## config.mk

```make
export PLATFORM = sky130hd
export DESIGN_NAME = battery_charge_trend_classifier_core
export DESIGN_NICKNAME = d
export VERILOG_FILES = /design/src/bctc_pkg.sv /design/src/battery_charge_trend_classifier_core.sv /design/src/bctc_cell.sv /design/src/bctc_front.sv
export SDC_FILE = /design/constraint.sdc
export NUM_CORES = 1
export LEC_CHECK = 0
export BUFFER_PORTS_ARGS = -buffer_cell sky130_fd_sc_hd__buf_2
export CELL_PAD_IN_SITES_DETAIL_PLACEMENT = 0
export CELL_PAD_IN_SITES_GLOBAL_PLACEMENT = 1
export CORE_AREA = 2 2 213 215
export CTS_BUF_LIST = sky130_fd_sc_hd__clkbuf_4
export CTS_CLUSTER_DIAMETER = 120
export DETAILED_ROUTE_END_ITERATION = 7
export DIE_AREA = 0 0 215 217
export GPL_TIMING_DRIVEN = 1
export PLACE_DENSITY_LB_ADDON = 0.1
export SKIP_LAST_GASP = 1
export SYNTH_ARGS = -nofsm -noshare
export SYNTH_HDL_FRONTEND = slang
export SYNTH_HIERARCHICAL = 1
export SYNTH_SLANG_ARGS = --single-unit
```

## constraint.sdc

```tcl
create_clock -name i_clk -period 7.73 [get_ports i_clk]
set_clock_uncertainty 0.2 [all_clocks]
set_input_delay 0.773 -clock i_clk [delete_from_list [all_inputs] [get_ports i_clk]]
set_output_delay 0.773 -clock i_clk [all_outputs]
set_load 0.03 [all_outputs]
```

## src/bctc_pkg.sv

```systemverilog
package bctc_pkg;

    // history and datapath sizes
    localparam int HISTORY_DEPTH = 5;
    localparam int HIST_CELLS    = HISTORY_DEPTH - 1;
    localparam int FILL_W        = $clog2(HISTORY_DEPTH + 1);

    localparam int SAMPLE_W   = 12;
    localparam int GAIN_W     = 20;
    localparam int PROD_W     = SAMPLE_W + GAIN_W;
    localparam int VOLT_W     = 14;
    localparam int PCT_W      = 7;
    localparam int FULL_THR_W = 14;
    localparam int TREND_W    = 12;
    localparam int CFG_IDX_W  = 2;
    localparam int CFG_DATA_W = 20;

    localparam logic [VOLT_W-1:0] VMAX_MV        = 14'd16383;
    localparam logic [VOLT_W-1:0] PCT_LOW_MV     = 14'd3000;
    localparam logic [VOLT_W-1:0] PCT_HIGH_MV    = 14'd4200;
    localparam logic [VOLT_W-1:0] STABLE_FULL_MV = 14'd4000;
    localparam logic [PCT_W-1:0]  PCT_MAX        = 7'd100;

    // reciprocal of three in q11, exact for quotients below 300
    localparam logic [9:0] RECIP3_Q11 = 10'd683;

    localparam logic [GAIN_W-1:0]     GAIN_RESET     = 20'd105625;
    localparam logic [FULL_THR_W-1:0] FULL_THR_RESET = 14'd4150;
    localparam logic [TREND_W-1:0]    TREND_RESET    = 12'd10;

    typedef enum logic [CFG_IDX_W-1:0] {
        CFG_GAIN      = 2'd0,
        CFG_FULL_THR  = 2'd1,
        CFG_TREND_THR = 2'd2
    } t_cfg_idx;

    typedef enum logic [1:0] {
        CS_UNKNOWN     = 2'd0,
        CS_CHARGING    = 2'd1,
        CS_FULL        = 2'd2,
        CS_DISCHARGING = 2'd3
    } t_charge_state;

endpackage

```

## src/battery_charge_trend_classifier_core.sv

```systemverilog
// a result is valid once its item has passed the stage one and stage two registers
// throughput: one item per cycle unless the output stalls; stage one holds the sample-by-gain product,
// stage two classifies against the row of history cells and holds the result
// an item is taken while a finished result waits, as long as stage one is free
// reset (synchronous, active low) clears the pipeline, fill count and charge
// state and restores the register defaults; history cells are not cleared
module battery_charge_trend_classifier_core (
    input  logic                             i_clk,
    input  logic                             i_rst_n,
    input  logic                             i_cfg_valid,
    output logic                             o_cfg_ready,
    input  logic [bctc_pkg::CFG_IDX_W-1:0]   i_cfg_index,
    input  logic [bctc_pkg::CFG_DATA_W-1:0]  i_cfg_data,
    input  logic                             i_in_valid,
    output logic                             o_in_ready,
    input  logic [bctc_pkg::SAMPLE_W-1:0]    i_adc_sample,
    output logic                             o_out_valid,
    input  logic                             i_out_ready,
    output logic [bctc_pkg::VOLT_W-1:0]      o_voltage_mv,
    output logic [bctc_pkg::PCT_W-1:0]       o_percent,
    output logic [1:0]                       o_charge_state,
    output logic                             o_state_changed
);

    logic [bctc_pkg::GAIN_W-1:0]     r_gain;
    logic [bctc_pkg::FULL_THR_W-1:0] r_full_thr;
    logic [bctc_pkg::TREND_W-1:0]    r_trend_thr;

    logic                            en1;
    logic                            en2;
    logic                            ld2;
    logic                            v1;
    logic [bctc_pkg::PROD_W-1:0]     prod;

    logic                            r_v2;
    logic [bctc_pkg::VOLT_W-1:0]     r_volt;
    logic [bctc_pkg::PCT_W-1:0]      r_pct;
    logic                            r_changed;
    logic [bctc_pkg::FILL_W-1:0]     r_fill;
    logic [bctc_pkg::FILL_W-1:0]     n_fill;
    bctc_pkg::t_charge_state         r_state;
    bctc_pkg::t_charge_state         n_state;
    bctc_pkg::t_charge_state         cls_state;
    logic                            n_changed;

    logic [bctc_pkg::VOLT_W-1:0]     hist [bctc_pkg::HIST_CELLS];
    logic [15:0]                     prod_hi;
    logic [bctc_pkg::VOLT_W-1:0]     volt;
    logic [10:0]                     pct_off;
    logic [17:0]                     pct_prod;
    logic [bctc_pkg::PCT_W-1:0]      pct;
    logic [bctc_pkg::VOLT_W:0]       sum_new;
    logic [bctc_pkg::VOLT_W:0]       sum_old;
    logic signed [16:0]              diff;
    logic signed [16:0]              mag;
    logic signed [16:0]              t2;
    logic                            at_full;
    logic                            filled;

    // configuration
    assign o_cfg_ready = 1'b1;

    always_ff @(posedge i_clk) begin
        if (!i_rst_n) begin
            r_gain      <= bctc_pkg::GAIN_RESET;
            r_full_thr  <= bctc_pkg::FULL_THR_RESET;
            r_trend_thr <= bctc_pkg::TREND_RESET;
        end else if (i_cfg_valid) begin
            unique case (i_cfg_index)
                bctc_pkg::CFG_GAIN:      r_gain      <= i_cfg_data;
                bctc_pkg::CFG_FULL_THR:  r_full_thr  <= i_cfg_data[bctc_pkg::FULL_THR_W-1:0];
                bctc_pkg::CFG_TREND_THR: r_trend_thr <= i_cfg_data[bctc_pkg::TREND_W-1:0];
                default: ;
            endcase
        end
    end

    // pipeline flow
    assign en2        = !r_v2 || i_out_ready;
    assign en1        = !v1 || en2;
    assign ld2        = en2 && v1;
    assign o_in_ready = en1;

    bctc_front u_front (
        .i_clk    (i_clk),
        .i_rst_n  (i_rst_n),
        .i_en     (en1),
        .i_valid  (i_in_valid),
        .i_sample (i_adc_sample),
        .i_gain   (r_gain),
        .o_valid  (v1),
        .o_prod   (prod)
    );

    // scale and saturate
    assign prod_hi = prod[bctc_pkg::PROD_W-1:16];
    assign volt    = (prod_hi > 16'(bctc_pkg::VMAX_MV)) ? bctc_pkg::VMAX_MV
                                                        : prod_hi[bctc_pkg::VOLT_W-1:0];

    // percent: offset / 12 as (offset / 4) / 3
    assign pct_off  = 11'(volt - bctc_pkg::PCT_LOW_MV);
    assign pct_prod = 18'(pct_off[10:2]) * 18'(bctc_pkg::RECIP3_Q11);

    always_comb begin
        if (volt >= bctc_pkg::PCT_HIGH_MV) begin
            pct = bctc_pkg::PCT_MAX;
        end else if (volt <= bctc_pkg::PCT_LOW_MV) begin
            pct = '0;
        end else begin
            pct = pct_prod[17:11];
        end
    end

    // row of history cells, cell 0 holds the previous item's voltage
    genvar g;
    generate
        for (g = 0; g < bctc_pkg::HIST_CELLS; g++) begin : g_hist
            if (g == 0) begin : g_head
                bctc_cell u_cell (
                    .i_clk   (i_clk),
                    .i_shift (ld2),
                    .i_volt  (volt),
                    .o_volt  (hist[g])
                );
            end else begin : g_body
                bctc_cell u_cell (
                    .i_clk   (i_clk),
                    .i_shift (ld2),
                    .i_volt  (hist[g-1]),
                    .o_volt  (hist[g])
                );
            end
        end
    endgenerate

    // trend over the window that includes the current item
    assign sum_new = {1'b0, volt} + {1'b0, hist[0]};
    assign sum_old = {1'b0, hist[bctc_pkg::HIST_CELLS-1]} +
                     {1'b0, hist[bctc_pkg::HIST_CELLS-2]};
    assign diff    = $signed({2'b00, sum_new}) - $signed({2'b00, sum_old});
    assign mag     = diff[16] ? -diff : diff;
    assign t2      = $signed({4'b0000, r_trend_thr, 1'b0});
    assign at_full = volt >= r_full_thr;

    always_comb begin
        priority if (at_full && (mag < t2)) begin
            cls_state = bctc_pkg::CS_FULL;
        end else if (diff > t2) begin
            cls_state = bctc_pkg::CS_CHARGING;
        end else if (diff < -t2) begin
            cls_state = bctc_pkg::CS_DISCHARGING;
        end else if (at_full) begin
            cls_state = bctc_pkg::CS_FULL;
        end else if (volt > bctc_pkg::STABLE_FULL_MV) begin
            cls_state = bctc_pkg::CS_FULL;
        end else begin
            cls_state = bctc_pkg::CS_DISCHARGING;
        end
    end

    assign filled = r_fill == bctc_pkg::FILL_W'(bctc_pkg::HISTORY_DEPTH);

    always_comb begin
        n_fill    = r_fill;
        n_state   = r_state;
        n_changed = 1'b0;
        if (!filled) begin
            n_fill = r_fill + 1'b1;
        end else if (cls_state != r_state) begin
            n_state   = cls_state;
            n_changed = 1'b1;
        end
    end

    always_ff @(posedge i_clk) begin
        if (!i_rst_n) begin
            r_v2    <= 1'b0;
            r_fill  <= '0;
            r_state <= bctc_pkg::CS_UNKNOWN;
        end else begin
            if (en2) begin
                r_v2 <= v1;
            end
            if (ld2) begin
                r_fill  <= n_fill;
                r_state <= n_state;
            end
        end
    end

    always_ff @(posedge i_clk) begin
        if (ld2) begin
            r_volt    <= volt;
            r_pct     <= pct;
            r_changed <= n_changed;
        end
    end

    assign o_out_valid     = r_v2;
    assign o_voltage_mv    = r_volt;
    assign o_percent       = r_pct;
    assign o_charge_state  = r_state;
    assign o_state_changed = r_changed;

endmodule

```

## src/bctc_cell.sv

```systemverilog
module bctc_cell (
    input  logic                         i_clk,
    input  logic                         i_shift,
    input  logic [bctc_pkg::VOLT_W-1:0]  i_volt,
    output logic [bctc_pkg::VOLT_W-1:0]  o_volt
);

    logic [bctc_pkg::VOLT_W-1:0] r_volt;

    always_ff @(posedge i_clk) begin
        if (i_shift) begin
            r_volt <= i_volt;
        end
    end

    assign o_volt = r_volt;

endmodule

```

## src/bctc_front.sv

```systemverilog
module bctc_front (
    input  logic                           i_clk,
    input  logic                           i_rst_n,
    input  logic                           i_en,
    input  logic                           i_valid,
    input  logic [bctc_pkg::SAMPLE_W-1:0]  i_sample,
    input  logic [bctc_pkg::GAIN_W-1:0]    i_gain,
    output logic                           o_valid,
    output logic [bctc_pkg::PROD_W-1:0]    o_prod
);

    logic                          r_valid;
    logic [bctc_pkg::PROD_W-1:0]   r_prod;
    logic [bctc_pkg::PROD_W-1:0]   n_prod;

    assign n_prod = bctc_pkg::PROD_W'(i_sample) * bctc_pkg::PROD_W'(i_gain);

    always_ff @(posedge i_clk) begin
        if (!i_rst_n) begin
            r_valid <= 1'b0;
        end else if (i_en) begin
            r_valid <= i_valid;
        end
    end

    always_ff @(posedge i_clk) begin
        if (i_en && i_valid) begin
            r_prod <= n_prod;
        end
    end

    assign o_valid = r_valid;
    assign o_prod  = r_prod;

endmodule
```

==> qor.yml <==
detailed_routing:
  viasPerCell: 4.972
  vias: 12456
  routed_wirelength_mm: 45.43
  post_drt_wl_per_cell_um: 18.14
  drc: 0
  dr.pass1.iters: 5
  drtIter0Drc: 540
  drtAntennaViolNets: 0
die:
  dieArea_um2: 46660
  ios: 66
  die_w_um: 215
  start_util_pct: 38.56
  die_h_um: 217
  rows: 78
  core_um2: 44700
run:
  cap_viol_max_count: 0
grt:
  use_met1_pct: 27.93
  grt_max_degree: 82
  met2_usage_pct: 34.42
  grt_pass1_wl_mm: 73.60
  grt_overflow_total: 0
  grt_pass1_vias: 12969
  grt-busiest-layer: "met2"
  grt_antenna_before_repair: 1
  met3_usage_pct: 1.831
  track_usage_pct: 20.28
logic_synthesis:
  syn_nets: 2324
  netlist_area_um2: 17240
  synth_area_per_cell_um2: 9.202
  synth_warnings: 6
  synth_cells: 1873
clock_network:
  holdBufCountCts: 0
  cts.clk_slew.worst_paths_ns: 0.14
  tritoncts: "yes"
  cts_buffers: 17
  cts_max_path_buffers: 2
  h-tree-depth: 4
  cts_setup_buffers: 0
  cts_root_buffer: "clkbuf_4"
  cts.sinks: 147
  clk_latency_ns: 0.59
  ctsResizeCount: 0
sta:
  final_max_slew_viol_count: 0
  setup-tns-final_ns: 0
  max_freq_mhz: 150.2
  hold_violations: 0
  rsz0062_at_grt: "false"
  fin_crit_ns: 6.658
  relSlewSlack_pct: 25.09
  setup_viol: 0
  fin_crit_sh_pct: 86.13
  hold_slack_ns: 0.1824
  worstMarginPinSlew_ns: 1.124
  fin_ws_ns: 1.072
finish:
  nets: 2342
  fillerInstances: 4652
  drive_gt1_share_pct: 6.723
  fin_cells: 2505
  syn2layout_area_growth_pct: 6.519
  fin_util_pct: 41.07
  final_cell_area_um2: 18360
place:
  gp_congestion: 0.8646
  io_buffers: 64
  place_hpwl_mm: 36.57
  dp_slack_ns: 1.040
  placed_area_um2: 18100
  dp.cells: 2472
power_and_ir_drop:
  powerDensity_nw_per_um2: 442.9
  power.total_mw: 8.131
  power.net_switching_mw: 4.188
  leakagePower_nw: 8.753
  p_comb_share_pct: 80.5
  swShare_pct: 51.51
  clockPowerShare_pct: 5.7
  ir_drop_mv: 0.3724
  seq_power_share_pct: 13.8
  p_int_mw: 3.943
critical_path:
  path_max_fanout: 14
  endpoint_kind: "flip-flop"
  cp.required_ns: 7.82
  start_kind: "flip-flop"
  worstPathArrival_ns: 6.75
  worstSetupPathType: "reg2reg"
outcome:
  outcome: "finished, final reports clean"
worst_hold_path:
  hp-class: "in2reg"
worst max-delay path: stages (launching register included):
cell      delay (ns)
edfxtp_1        0.46
or2_2           0.45
nor2_1          0.53
inv_1           0.21
ha_1            0.29
a21oi_1         0.14
nor2_1          0.07
xnor2_1         0.12
nor2_1          0.35
ha_1            0.22
inv_1           0.05
fa_1            0.48
inv_1           0.06
fa_1            0.56
fa_1            0.43
ha_1            0.34
a21o_1          0.19
a21o_1          0.17
a21o_1          0.19
a21oi_1         0.17
o21a_1          0.16
o211ai_1        0.13
a21oi_1         0.19
xnor2_1         0.12
o21ai_0         0.09
power groups by stage:
stage                     clock [mW]  sequential [mW]  combinational, mW
after floorplan                    0             1.13               5.07
after global placement             0             1.14               6.52
after detailed placement           0             1.14               6.54
after CTS                      0.488             1.12               6.62
after global routing           0.518             1.14               7.60
final                          0.463             1.12               6.54
worst paths after layout:
kind	start	to	slack, ns	cells after the start
setup / recovery	u_front/o_prod[30]	o_percent[6]	1.07	24
hold reg to reg	g_hist[1].g_body.u_cell/o_volt[12]	g_hist[2].g_body.u_cell/o_volt[12]	0.23	0
setup reg to reg	u_front/o_prod[30]	o_percent[6]	1.07	24
hold / removal	i_cfg_data[15]	r_gain[15]	0.18	3
final cells by class:
type | count | area, um2 | share of cell area [%]
sequential | 147 | 3884 | 21.15
clock inverter | 15 | 131.4 | 0.7156
timing repair buffer | 76 | 410.4 | 2.235
multi-input combinational | 1287 | 11690 | 63.69
clock buffer | 17 | 127.6 | 0.6952
antenna | 1 | 2.502 | 0.01363
inverter | 362 | 1359 | 7.401
tap | 600 | 750.7 | 4.089
cells in the final DEF, fill, tap and decap left out, types with 17 or more instances in the layout:
| cell | count |
|---|---|
| inv_1 | 361 |
| a21o_1 | 28 |
| xor2_1 | 17 |
| edfxtp_1 | 94 |
| fa_1 | 228 |
| ha_1 | 184 |
| clkbuf_4 | 17 |
| nand2_1 | 301 |
| dfxtp_1 | 53 |
| xnor2_1 | 41 |
| and2_1 | 68 |
| nor3_1 | 19 |
| nor2_1 | 59 |
| a21oi_1 | 87 |
| buf_2 | 64 |
| o21ai_0 | 29 |
| nand3_1 | 29 |
state kept, by name, summed over array words and instances, names as in the netlist:
signal / cells
r_trend_thr: 12
u_front/o_valid: 1
o_out_valid: 1
g_hist.g_body.u_cell/o_volt: 42
o_voltage_mv: 14
o_charge_state: 2
r_gain: 20
r_fill: 3
o_percent: 7
o_state_changed: 1
u_front/o_prod: 16
r_full_thr: 14
g_hist.g_head.u_cell/o_volt: 14
per-layer routing:
layer  vias to the layer above  share of wire, %
li1                       6048                 -
met1                      6203                48
met2                       163                48
met3                        42               2.0
met4                         0               2.0
met5                         -                 0
No activity file was read; power rests on OpenSTA's default activity.
